<file path="config.mk">
export PLATFORM = sky130hd
export DESIGN_NAME = sensor_minmax_at_command_monitor_top
export DESIGN_NICKNAME = d
export VERILOG_FILES = /design/src/design/smm_pkg.sv /design/src/design/sensor_minmax_at_command_monitor_top.sv /design/src/design/smm_front.sv /design/src/design/smm_queue.sv /design/src/design/smm_back.sv
export SDC_FILE = /design/constraint.sdc
export NUM_CORES = 1
export LEC_CHECK = 0
export BUFFER_PORTS_ARGS = -buffer_cell sky130_fd_sc_hd__buf_2
export CORE_MARGIN = 8
export CORE_UTILIZATION = 45
export DETAILED_ROUTE_END_ITERATION = 8
export PLACE_DENSITY = 0.62
export SLEW_MARGIN = 20
export SYNTH_ARGS = -nofsm -noshare
export SYNTH_HDL_FRONTEND = slang
export SYNTH_HIERARCHICAL = 1
export SYNTH_SLANG_ARGS = --single-unit
</file>
<file path="constraint.sdc">
create_clock -name clock -period 6.55 [get_ports clock]
set_input_delay 1.31 -clock clock [delete_from_list [all_inputs] [get_ports clock]]
set_output_delay 1.31 -clock clock [all_outputs]
set_load 0.02 [all_outputs]
</file>
<file path="src/design/smm_pkg.sv">
`default_nettype none

package smm_pkg;

   localparam int SensorCount = 4;
   localparam int LineCapacity = 16;
   localparam int HeadDepth = 4;
   localparam int QueueDepth = 2;

   localparam int ValueWidth = 12;
   localparam int IndexWidth = 2;
   localparam int ByteWidth = 8;
   localparam int LenWidth = $clog2(LineCapacity + 1);
   localparam int HeadIdxWidth = $clog2(HeadDepth);
   localparam int QPtrWidth = (QueueDepth > 1) ? $clog2(QueueDepth) : 1;
   localparam int QCountWidth = $clog2(QueueDepth + 1);

   localparam logic signed [ValueWidth-1:0] MinReset = 12'sd999;
   localparam logic signed [ValueWidth-1:0] MaxReset = -12'sd999;

   localparam logic [ByteWidth-1:0] CharCr = 8'h0d;
   localparam logic [ByteWidth-1:0] CharLf = 8'h0a;
   localparam logic [ByteWidth-1:0] CharA = 8'h41;
   localparam logic [ByteWidth-1:0] CharT = 8'h54;
   localparam logic [ByteWidth-1:0] CharSpace = 8'h20;
   localparam logic [ByteWidth-1:0] CharR = 8'h52;
   localparam logic [ByteWidth-1:0] CharOne = 8'h31;
   localparam logic [ByteWidth-1:0] CharTwo = 8'h32;
   localparam logic [ByteWidth-1:0] CharThree = 8'h33;
   localparam logic [ByteWidth-1:0] CharFour = 8'h34;

   typedef enum logic [2:0] {
      REPLY_OK      = 3'd0,
      REPLY_CURRENT = 3'd1,
      REPLY_MIN     = 3'd2,
      REPLY_MAX     = 3'd3,
      REPLY_ACTIVE  = 3'd4
   } reply_kind_type;

   typedef enum logic [1:0] {
      OP_SENSOR = 2'd0,
      OP_CLEAR  = 2'd1,
      OP_REPLY  = 2'd2
   } op_code_type;

   typedef struct packed {
      op_code_type code;
      logic [IndexWidth-1:0] index;
      logic present;
      logic signed [ValueWidth-1:0] reading;
      reply_kind_type kind;
   } op_type;

endpackage

`default_nettype wire

</file>
<file path="src/design/sensor_minmax_at_command_monitor_top.sv">
// Channel   Direction  Handshake            Beat contents
// req_      in         req_valid/req_ready  command, sensor index/present/reading, rx byte
// rsp_      out        rsp_valid/rsp_ready  reply kind and four sensor values
//
// The block takes one beat per cycle while the queue is not full; a reply passes through the
// operation queue and then the reply register before it is valid.
// The execute stage that drains the two-entry operation queue sets the rate.
// Reset clears the line buffer, the queue, the reply valid flag and all sensor statistics.
// A held reply stalls a reply at the queue head and everything behind it;
// req_ready drops when the queue is full.
`default_nettype none

module sensor_minmax_at_command_monitor_top (
   input  logic clock,
   input  logic reset,
   input  logic req_valid,
   output logic req_ready,
   input  logic req_command,
   input  logic [smm_pkg::IndexWidth-1:0] req_sensor_index,
   input  logic req_sensor_present,
   input  logic signed [smm_pkg::ValueWidth-1:0] req_reading,
   input  logic [smm_pkg::ByteWidth-1:0] req_rx_byte,
   output logic rsp_valid,
   input  logic rsp_ready,
   output logic [2:0] rsp_reply_kind,
   output logic signed [smm_pkg::ValueWidth-1:0] rsp_value_0,
   output logic signed [smm_pkg::ValueWidth-1:0] rsp_value_1,
   output logic signed [smm_pkg::ValueWidth-1:0] rsp_value_2,
   output logic signed [smm_pkg::ValueWidth-1:0] rsp_value_3
);
   import smm_pkg::*;

   logic queue_full;
   logic queue_empty;
   logic push;
   logic pop;
   op_type push_op;
   op_type head_op;

   smm_front u_front (
      .clock              (clock),
      .reset              (reset),
      .req_valid          (req_valid),
      .req_ready          (req_ready),
      .req_command        (req_command),
      .req_sensor_index   (req_sensor_index),
      .req_sensor_present (req_sensor_present),
      .req_reading        (req_reading),
      .req_rx_byte        (req_rx_byte),
      .queue_full         (queue_full),
      .push               (push),
      .push_op            (push_op)
   );

   smm_queue u_queue (
      .clock   (clock),
      .reset   (reset),
      .push    (push),
      .push_op (push_op),
      .full    (queue_full),
      .pop     (pop),
      .empty   (queue_empty),
      .head_op (head_op)
   );

   smm_back u_back (
      .clock          (clock),
      .reset          (reset),
      .empty          (queue_empty),
      .head_op        (head_op),
      .pop            (pop),
      .rsp_valid      (rsp_valid),
      .rsp_ready      (rsp_ready),
      .rsp_reply_kind (rsp_reply_kind),
      .rsp_value_0    (rsp_value_0),
      .rsp_value_1    (rsp_value_1),
      .rsp_value_2    (rsp_value_2),
      .rsp_value_3    (rsp_value_3)
   );

endmodule

`default_nettype wire

</file>
<file path="src/design/smm_front.sv">
`default_nettype none

module smm_front (
   input  logic clock,
   input  logic reset,
   input  logic req_valid,
   output logic req_ready,
   input  logic req_command,
   input  logic [smm_pkg::IndexWidth-1:0] req_sensor_index,
   input  logic req_sensor_present,
   input  logic signed [smm_pkg::ValueWidth-1:0] req_reading,
   input  logic [smm_pkg::ByteWidth-1:0] req_rx_byte,
   input  logic queue_full,
   output logic push,
   output smm_pkg::op_type push_op
);
   import smm_pkg::*;

   logic [LenWidth-1:0] len_ff, len_in;
   logic [ByteWidth-1:0] head_ff [HeadDepth];
   logic [ByteWidth-1:0] head_in [HeadDepth];
   logic accept;
   logic is_term;
   logic is_at;
   logic match;
   op_type op;

   assign req_ready = !queue_full;
   assign accept = req_valid && req_ready;
   assign is_term = (req_rx_byte == CharCr) || (req_rx_byte == CharLf);
   assign is_at = (head_ff[0] == CharA) && (head_ff[1] == CharT);

   always_comb begin
      op.code = OP_SENSOR;
      op.index = req_sensor_index;
      op.present = req_sensor_present;
      op.reading = req_reading;
      op.kind = REPLY_OK;
      match = 1'b0;
      if (req_command) begin
         if (is_at && len_ff == LenWidth'(2)) begin
            match = 1'b1;
            op.code = OP_REPLY;
            op.kind = REPLY_OK;
         end else if (is_at && len_ff == LenWidth'(4) && head_ff[2] == CharSpace) begin
            match = 1'b1;
            op.code = OP_REPLY;
            case (head_ff[3])
               CharR: begin
                  op.code = OP_CLEAR;
               end
               CharOne: begin
                  op.kind = REPLY_CURRENT;
               end
               CharTwo: begin
                  op.kind = REPLY_MIN;
               end
               CharThree: begin
                  op.kind = REPLY_MAX;
               end
               CharFour: begin
                  op.kind = REPLY_ACTIVE;
               end
               default: begin
                  match = 1'b0;
               end
            endcase
         end
      end
   end

   always_comb begin
      len_in = len_ff;
      head_in = head_ff;
      push = 1'b0;
      push_op = op;
      if (accept) begin
         if (!req_command) begin
            push = 1'b1;
         end else if (is_term) begin
            push = match;
            len_in = '0;
         end else if (len_ff >= LenWidth'(LineCapacity)) begin
            head_in[0] = req_rx_byte;
            len_in = LenWidth'(1);
         end else begin
            if (len_ff < LenWidth'(HeadDepth)) begin
               head_in[len_ff[HeadIdxWidth-1:0]] = req_rx_byte;
            end
            len_in = len_ff + LenWidth'(1);
         end
      end
   end

   always_ff @(posedge clock) begin
      if (reset) begin
         len_ff <= '0;
         for (int k = 0; k < HeadDepth; k++) begin
            head_ff[k] <= '0;
         end
      end else begin
         len_ff <= len_in;
         head_ff <= head_in;
      end
   end

endmodule

`default_nettype wire

</file>
<file path="src/design/smm_queue.sv">
`default_nettype none

module smm_queue (
   input  logic clock,
   input  logic reset,
   input  logic push,
   input  smm_pkg::op_type push_op,
   output logic full,
   input  logic pop,
   output logic empty,
   output smm_pkg::op_type head_op
);
   import smm_pkg::*;

   op_type entry_ff [QueueDepth];
   logic [QPtrWidth-1:0] wr_ptr_ff, wr_ptr_in;
   logic [QPtrWidth-1:0] rd_ptr_ff, rd_ptr_in;
   logic [QCountWidth-1:0] count_ff, count_in;

   function automatic logic [QPtrWidth-1:0] next_ptr(input logic [QPtrWidth-1:0] ptr);
      logic [QPtrWidth-1:0] result;
      if (ptr == QPtrWidth'(QueueDepth - 1)) begin
         result = '0;
      end else begin
         result = ptr + QPtrWidth'(1);
      end
      return result;
   endfunction

   assign full = (count_ff == QCountWidth'(QueueDepth));
   assign empty = (count_ff == '0);
   assign head_op = entry_ff[rd_ptr_ff];

   always_comb begin
      wr_ptr_in = push ? next_ptr(wr_ptr_ff) : wr_ptr_ff;
      rd_ptr_in = pop ? next_ptr(rd_ptr_ff) : rd_ptr_ff;
      count_in = count_ff;
      if (push && !pop) begin
         count_in = count_ff + QCountWidth'(1);
      end else if (pop && !push) begin
         count_in = count_ff - QCountWidth'(1);
      end
   end

   always_ff @(posedge clock) begin
      if (reset) begin
         wr_ptr_ff <= '0;
         rd_ptr_ff <= '0;
         count_ff <= '0;
      end else begin
         wr_ptr_ff <= wr_ptr_in;
         rd_ptr_ff <= rd_ptr_in;
         count_ff <= count_in;
      end
   end

   always_ff @(posedge clock) begin
      if (push) begin
         entry_ff[wr_ptr_ff] <= push_op;
      end
   end

endmodule

`default_nettype wire

</file>
<file path="src/design/smm_back.sv">
`default_nettype none

module smm_back (
   input  logic clock,
   input  logic reset,
   input  logic empty,
   input  smm_pkg::op_type head_op,
   output logic pop,
   output logic rsp_valid,
   input  logic rsp_ready,
   output logic [2:0] rsp_reply_kind,
   output logic signed [smm_pkg::ValueWidth-1:0] rsp_value_0,
   output logic signed [smm_pkg::ValueWidth-1:0] rsp_value_1,
   output logic signed [smm_pkg::ValueWidth-1:0] rsp_value_2,
   output logic signed [smm_pkg::ValueWidth-1:0] rsp_value_3
);
   import smm_pkg::*;

   logic signed [ValueWidth-1:0] cur_ff [SensorCount];
   logic signed [ValueWidth-1:0] cur_in [SensorCount];
   logic signed [ValueWidth-1:0] min_ff [SensorCount];
   logic signed [ValueWidth-1:0] min_in [SensorCount];
   logic signed [ValueWidth-1:0] max_ff [SensorCount];
   logic signed [ValueWidth-1:0] max_in [SensorCount];
   logic act_ff [SensorCount];
   logic act_in [SensorCount];
   logic rsp_valid_ff, rsp_valid_in;
   reply_kind_type kind_ff, kind_in;
   logic signed [ValueWidth-1:0] value_ff [4];
   logic signed [ValueWidth-1:0] value_in [4];
   logic out_free;
   logic load;

   assign out_free = !rsp_valid_ff || rsp_ready;
   assign pop = !empty && ((head_op.code != OP_REPLY) || out_free);
   assign load = pop && (head_op.code == OP_REPLY);

   always_comb begin
      cur_in = cur_ff;
      min_in = min_ff;
      max_in = max_ff;
      act_in = act_ff;
      if (pop) begin
         case (head_op.code)
            OP_SENSOR: begin
               for (int k = 0; k < SensorCount; k++) begin
                  if (32'(head_op.index) == k) begin
                     act_in[k] = head_op.present;
                     if (head_op.present) begin
                        cur_in[k] = head_op.reading;
                        if (head_op.reading > max_ff[k]) begin
                           max_in[k] = head_op.reading;
                        end
                        if (head_op.reading < min_ff[k]) begin
                           min_in[k] = head_op.reading;
                        end
                     end
                  end
               end
            end
            OP_CLEAR: begin
               for (int k = 0; k < SensorCount; k++) begin
                  min_in[k] = MinReset;
                  max_in[k] = MaxReset;
               end
            end
            default: begin
            end
         endcase
      end
   end

   always_comb begin
      rsp_valid_in = rsp_valid_ff;
      kind_in = kind_ff;
      value_in = value_ff;
      if (rsp_valid_ff && rsp_ready) begin
         rsp_valid_in = 1'b0;
      end
      if (load) begin
         rsp_valid_in = 1'b1;
         kind_in = head_op.kind;
         for (int k = 0; k < 4; k++) begin
            value_in[k] = '0;
            if (k < SensorCount) begin
               case (head_op.kind)
                  REPLY_CURRENT: value_in[k] = cur_ff[k];
                  REPLY_MIN:     value_in[k] = min_ff[k];
                  REPLY_MAX:     value_in[k] = max_ff[k];
                  REPLY_ACTIVE:  value_in[k] = {{(ValueWidth-1){1'b0}}, act_ff[k]};
                  default:       value_in[k] = '0;
               endcase
            end
         end
      end
   end

   always_ff @(posedge clock) begin
      if (reset) begin
         rsp_valid_ff <= 1'b0;
         for (int k = 0; k < SensorCount; k++) begin
            cur_ff[k] <= '0;
            min_ff[k] <= MinReset;
            max_ff[k] <= MaxReset;
            act_ff[k] <= 1'b0;
         end
      end else begin
         rsp_valid_ff <= rsp_valid_in;
         cur_ff <= cur_in;
         min_ff <= min_in;
         max_ff <= max_in;
         act_ff <= act_in;
      end
   end

   always_ff @(posedge clock) begin
      kind_ff <= kind_in;
      value_ff <= value_in;
   end

   assign rsp_valid = rsp_valid_ff;
   assign rsp_reply_kind = kind_ff;
   assign rsp_value_0 = value_ff[0];
   assign rsp_value_1 = value_ff[1];
   assign rsp_value_2 = value_ff[2];
   assign rsp_value_3 = value_ff[3];

endmodule

`default_nettype wire

</file>
==> summary.txt, run 1 <==
Timing
  • Slew @ Worst Pin: 1.22 ns
  • Hold Vio Cnt, Final: 0
  • Slew headroom: 0.182
  • Finish-stage setup viols: 0
  • Layout Skew: 0.0175 ns
  • Setup TNS Final: 0 ns
  • RSZ-0062 raised after global routing: false
  • Crit path time final: 4.04 ns
  • Fmax achieved: 248 MHz
  • Slew Limit Fails: 0
  • Tcrit/Tclk final: 0.616

Setup path
  • Critical path class: input port to register
  • Worst setup SP type: input port
  • Worst path arrival time: 4.22 ns
  • CP required: 6.73 ns
  • Worst-path maximum fanout: 29
  • Crit. End Element: register

Logic synthesis
  • Yosys top cell by area: dfxtp_1
  • Post-Synth Adder-Cell Area: 0.0837
  • Synthesized area per cell: 10.1 µm²
  • Sequential area share after synthesis: 0.452
  • Syn. warnings: 6
  • Synth Area in Simple Gates: 0.148
  • Asr flop ratio synth: 0
  • Mux cell area share after synthesis: 0.147
  • Syn_nets: 1554
  • Yosys top cell area share: 0.264
  • Compound-Gate Fraction of Synth Area: 0.107
  • Number of enable flip-flop cells after synthesis: 91
  • Largest family of logic cells by synthesized area: simple AND/OR/NAND/NOR gates
  • XOR/XNOR Fraction of Synth Area: 0.00242
  • FF+latch count, synth: 282
  • Synthesized area: 14500 µm²
  • Top cells by area, synth: dfxtp_1 26%, edfxtp_1 19%, mux2i_1 9.7%
  • Distinct cells, synth: 72
  • Post-Synthesis Cells: 1429
  • Primary FF master, synth: dfxtp_1

CTS
  • TritonCTS Buffers: 31
  • Setup Fix Bufs, Post-CTS: 0
  • CTS tree: yes
  • CTS root buffer: clkbuf_16
  • CTS Sinks: 282
  • Worst skew pair latency: 0.57 ns
  • Worst-path clk slew: 0.07 ns
  • H-tree levels: 1
  • CTS Hold Bufs: 0
  • Max clock buf depth: 3
  • CTS resizes: 0

Detailed routing
  • Remaining routing DRC violations: 0
  • Wirelength per Cell: 21.3 µm
  • 1st-iter DRT viols: 881
  • Antenna Nets Post-Route: 0
  • Via count: 10600
  • Via-per-instance ratio: 5.62
  • Pre-antenna DRT Iters: 5
  • Final WL: 40200 µm

Floorplanning
  • Width of the die: 196 µm
  • Ports: 81
  • Placement Rows: 65
  • Die Span Y: 196 µm
  • Die area: 38200 µm²
  • Initial Utilization: 0.458
  • Core outline area: 31600 µm²

Global routing
  • Grt ovf: 0
  • Pin count of the biggest net entering global routing: 84
  • Vias in the first global route: 10400
  • Tot GR Track Use: 0.205
  • Initial antenna violation count: 0
  • First-pass GRT wire length: 61800 µm

Finish
  • Area of the multi-input gates: 7100 µm²
  • Filler Cell Count: 2904
  • Sequential cell area: 6560 µm²
  • Finished Cell Area: 16100 µm²
  • Area grow syn2layout: 10.9%
  • Layout net count: 1586
  • N_diodes: 0
  • Layout cell share with drive strength beyond 1: 0.153

Outcome
  • Outcome: finished clean

Power
  • Design internal power: 0.00380 W
  • Switching Share: 0.346
  • P_leak: 6.94 nW
  • Power Dens Cells: 361 nW/µm²
  • NetSw: 0.00201 W
  • Sequential Power Share: 0.368
  • Maximum vdd ir drop: 0.211 mV
  • Clock share of power: 0.316
  • Combinational share of power: 0.316

Placement
  • IO Port Bufs: 80
  • Gpl congestion: 0.867
  • Post-placement cell area: 15000 µm²
  • HPWL after detailed placement: 27100 µm

Flow run
  • Max-Cap Viols: 0

Hold path
  • Hold Path Class: register to register
## synthesized netlist by cell type (3+ instances only)
cell,n
a22oi_1,50
buf_6,4
buf_4,21
nand4_1,13
or3_1,13
mux2i_1,141
and4_1,8
o21bai_1,4
buf_2,9
and2_1,9
o211ai_1,7
clkbuf_1,52
a31oi_1,4
a21oi_1,71
buf_1,3
nor2_1,170
nor4bb_1,3
nor2b_1,18
edfxtp_1,91
nor3_1,22
nor4_1,4
a211o_1,12
o2111ai_1,4
nand3b_1,6
nor3b_1,7
a211oi_1,3
o21ai_0,34
o21a_1,4
a21o_1,12
ha_1,97
nand3_1,29
inv_1,100
dfxtp_1,191
and3b_1,4
and3_1,4
nand2b_1,58
nand2_1,31
mux2_2,64
o22ai_1,4
a211o_2,6
## per-stage QoR
step	total power, W	setup WS, ns	instances	utilization	hold WS (ns)
final	0.00581	2.51	1888	0.509	0.465
after global routing	0.00610	2.18	1888	0.509	0.488
after CTS	0.00585	2.53	1888	0.509	0.463
after detailed placement	0.00399	1.95	1830	0.475	0.453
after global placement	0.00396	1.98	1830	0.475	0.445
after floorplan	0.00344	2.67	1429	-	0.437
## critical path: stages
cell and delay (ns):
buf_2 0.13, nor4_1 0.35, o211a_1 0.76, nand2_1 0.14, a221oi_1 0.59, nor2b_2 0.94
## cells in the final DEF (no fill, tap or decap), drive strengths merged, types with 29 or more instances in the layout
cell	n
dfxtp	191
nor2	172
mux2i	141
inv	102
ha	97
edfxtp	91
buf	90
a21oi	71
mux2	64
nand2b	58
a22oi	50
clkbuf	35
o21ai	34
nand2	31
nand3	29
## layout make-up
cell class	instances	share of cell area
Tap cell	402	0.0313
Clock inverter	23	0.0170
Sequential cell	282	0.408
Inverter	100	0.0233
Timing Repair Buffer	90	0.0299
Clock buffer	35	0.0498
Multi-Input combinational cell	956	0.441
## worst paths after layout
kind,endpoint,depth (start not counted),from,slack [ns]
worst max-delay path,u_queue/entry_ff[0][14],6,req_rx_byte[4],2.51
worst max register to register,u_back/max_ff[3],8,register,2.55
worst min-delay path,u_back/act_ff[1],2,u_back/act_ff[1],0.46
worst min register to register,u_back/act_ff[1],2,u_back/act_ff[1],0.46
## layer usage
metal	track usage	routed length (µm)	up-vias
li1	-	-	5140
met1	0.278	18500	5092
met5	0	0	-
met2	0.335	18500	298
met3	0.0256	1930	72
met4	0.0685	1190	0
## flip-flops by register name, summed over array words and instances, names as in the netlist, named ones only
register,count
u_back/rsp_valid,1
u_back/rsp_value_3,12
u_queue/rd_ptr_ff,1
u_back/max_ff,48
u_back/cur_ff,48
u_queue/wr_ptr_ff,1
u_back/rsp_value_1,12
u_front/head_ff,32
u_back/act_ff,4
u_back/min_ff,48
u_back/rsp_reply_kind,3
u_back/rsp_value_0,12
u_back/rsp_value_2,12
u_front/len_ff,5
u_queue/count_ff,2
u_queue/entry_ff,40
## power groups by stage
stage               combinational (W)  sequential, W  clock [W]
floorplan                     0.00127        0.00217          0
global placement              0.00179        0.00217          0
detailed placement            0.00182        0.00217          0
CTS                           0.00183        0.00214    0.00188
global route                  0.00200        0.00216    0.00195
finish                        0.00184        0.00214    0.00184
## cell families after synthesis
family | Yosys count
buffers and inverters | 191
adders and majority gates | 97
AOI/OAI and AO/OA | 232
muxes | 205
xor gates and xnor gates | 4
DFF | 282
and+or+nand+nor | 418
Power figures use the tool's default switching activity.
==> inputs of run 2 (changes only) <==
--- a/config.mk
+++ b/config.mk
@@ -9,7 +9,7 @@
 export CORE_MARGIN = 8
 export CORE_UTILIZATION = 45
 export DETAILED_ROUTE_END_ITERATION = 8
-export PLACE_DENSITY = 0.62
+export PLACE_DENSITY = 0.64
 export SLEW_MARGIN = 20
 export SYNTH_ARGS = -nofsm -noshare
 export SYNTH_HDL_FRONTEND = slang
==> constraint.sdc (replaced) <==
create_clock -name clock -period 3.45 [get_ports clock]
set_input_delay 0.69 -clock clock [delete_from_list [all_inputs] [get_ports clock]]
set_output_delay 0.69 -clock clock [all_outputs]
set_load 0.02 [all_outputs]
==> summary.txt, run 2 (same netlist as run 1, synthesis figures left out) <==
Outcome
  • Outcome: finished clean

Floorplanning
  • Width of the die: 196 µm (unchanged)
  • Core outline area: 31600 µm² (unchanged)
  • Die area: 38200 µm² (unchanged)
  • Ports: 81 (unchanged)
  • Die Span Y: 196 µm (unchanged)
  • Placement Rows: 65 (unchanged)
  • Initial Utilization: 0.458 (unchanged)

Global routing
  • Tot GR Track Use: 0.208 (+0.00253)
  • Grt ovf: 0 (unchanged)
  • Vias in the first global route: 10800 (+3.9%)
  • Pin count of the biggest net entering global routing: 92 (+9.5%)
  • First-pass GRT wire length: 62800 µm (+1.6%)
  • Initial antenna violation count: 0 (unchanged)

Setup path
  • Crit. End Element: register
  • Worst path arrival time: 3.69 ns (-0.53 ns)
  • Worst setup SP type: register
  • Critical path class: register to register
  • Reg2Reg Setup Slack: 0.24 ns (-2.31 ns)
  • Worst-path maximum fanout: 13 (-55%)
  • CP required: 3.94 ns (-2.79 ns)

Power
  • Total power: 0.0110 W (+90%)
  • Clock share of power: 0.305 (-0.011)
  • Switching Share: 0.350 (+0.00481)
  • Combinational share of power: 0.330 (+0.014)
  • Design internal power: 0.00716 W (+88%)
  • Maximum vdd ir drop: 0.406 mV (+92%)
  • Sequential Power Share: 0.365 (-0.003)
  • Power Dens Cells: 677 nW/µm² (+87%)
  • NetSw: 0.00386 W (+92%)
  • P_leak: 7.05 nW (+1.7%)

Timing
  • Tcrit/Tclk final: 0.930
  • Crit path time final: 3.21 ns
  • Slew @ Worst Pin: 0.924 ns (-0.294 ns)
  • Slew Limit Fails: 0 (unchanged)
  • Layout Skew: 0.0184 ns (+0.000857 ns)
  • RSZ-0062 raised after global routing: false
  • Setup TNS Final: 0 ns (unchanged)
  • Finish-stage setup viols: 0 (unchanged)
  • Slew headroom: 0.377 (+0.196)
  • Hold Vio Cnt, Final: 0 (unchanged)
  • Fmax achieved: 312 MHz

CTS
  • CTS resizes: 0 (unchanged)
  • Worst-path clk slew: 0.07 ns (about the same)
  • H-tree levels: 1 (unchanged)
  • Worst skew pair latency: 0.57 ns (about the same)
  • CTS root buffer: clkbuf_16
  • CTS Hold Bufs: 0 (unchanged)
  • CTS Sinks: 282 (unchanged)
  • Max clock buf depth: 3 (unchanged)
  • Setup Fix Bufs, Post-CTS: 0 (unchanged)
  • CTS tree: yes
  • TritonCTS Buffers: 31 (unchanged)

Finish
  • N_diodes: 0 (unchanged)
  • Final Non-Filler Cells: 1915 (+1.4%)
  • Finished Cell Area: 16300 µm² (+1.2%)
  • Most common cell after layout, fill and taps aside: dfxtp_1
  • Final Util: 0.514 (+0.00593)
  • Top flop regs: u_back/cur_ff: 48 flops, u_back/max_ff: 48 flops, u_back/min_ff: 48 flops
  • Layout net count: 1613 (+1.7%)
  • Area grow syn2layout: 12.2%
  • Layout cell share with drive strength beyond 1: 0.171 (+0.0178)
  • Commonest non-fill, non-tap cells in the layout: 191 x dfxtp_1, 170 x nor2_1, 141 x mux2i_1

Detailed routing
  • Pre-antenna DRT Iters: 6 (+1)
  • 1st-iter DRT viols: 795 (-9.8%)
  • Final WL: 40700 µm (+1.2%)
  • Via count: 10900 (+3.1%)
  • Remaining routing DRC violations: 0 (unchanged)
  • Antenna Nets Post-Route: 0 (unchanged)
  • Wirelength per Cell: 21.2 µm (-0.26%)
  • Via-per-instance ratio: 5.71 (+1.6%)

Placement
  • Post-Place Cells: 1857 (+1.5%)
  • Gpl congestion: 0.901 (+3.9%)
  • HPWL after detailed placement: 28100 µm (+3.6%)
  • Post-placement cell area: 15200 µm² (+1.6%)
  • IO Port Bufs: 80 (unchanged)

Hold path
  • Hold Path Class: input port to register

Flow run
  • Max-Cap Viols: 0 (unchanged)
run 2: area by class of cell:
type / count / area (µm²)
clock buffers: 36 / 805
clock inverters: 22 / 225
fillers: 2892 / 15400
inverters: 100 / 375
multi-input cells: 956 / 7100
flip-flops and latches: 282 / 6560
well taps: 402 / 503
repair buffers: 117 / 709
run 2: per-layer routing:
layer	global-route usage	wire length [µm]
met5	0	0
met3	0.0304	2540
met4	0.0604	1170
met2	0.342	18700
met1	0.280	18300
run 2: path summary, 6_finish.rpt:
path / endpoint / startpoint / depth (start not counted)
worst min-delay path: u_queue/entry_ff[1][16] / req_sensor_index[0] / 1
worst max-delay path: u_back/max_ff[28] / register / 9
worst min register to register: u_back/act_ff[2] / u_back/act_ff[2] / 2
worst max register to register: u_back/max_ff[28] / register / 9
run 2: worst max-delay path: stages (launching register included):
cell      delay (ns)
dfxtp_1         0.32
buf_4           0.21
mux2_2          0.57
ha_1            0.39
a211oi_1        0.23
nor3_1          0.07
or3_1           0.32
or3_1           0.37
o211ai_2        0.35
mux2i_1         0.30
run 2: metrics by stage:
stage                     setup WS (ns)  hold slack [ns]
after floorplan                   0.186            0.437
after global placement            0.331            0.450
after detailed placement          0.260            0.453
after CTS                         0.257            0.301
after global routing             0.0465            0.299
final                             0.243            0.318
run 2: power groups by stage:
stage / Sequential [W] / Combinational [W] / Clock (W)
floorplan: 0.00412 / 0.00242 / 0
global placement: 0.00408 / 0.00355 / 0
detailed placement: 0.00409 / 0.00359 / 0
CTS: 0.00402 / 0.00361 / 0.00342
global route: 0.00405 / 0.00397 / 0.00355
finish: 0.00402 / 0.00364 / 0.00336
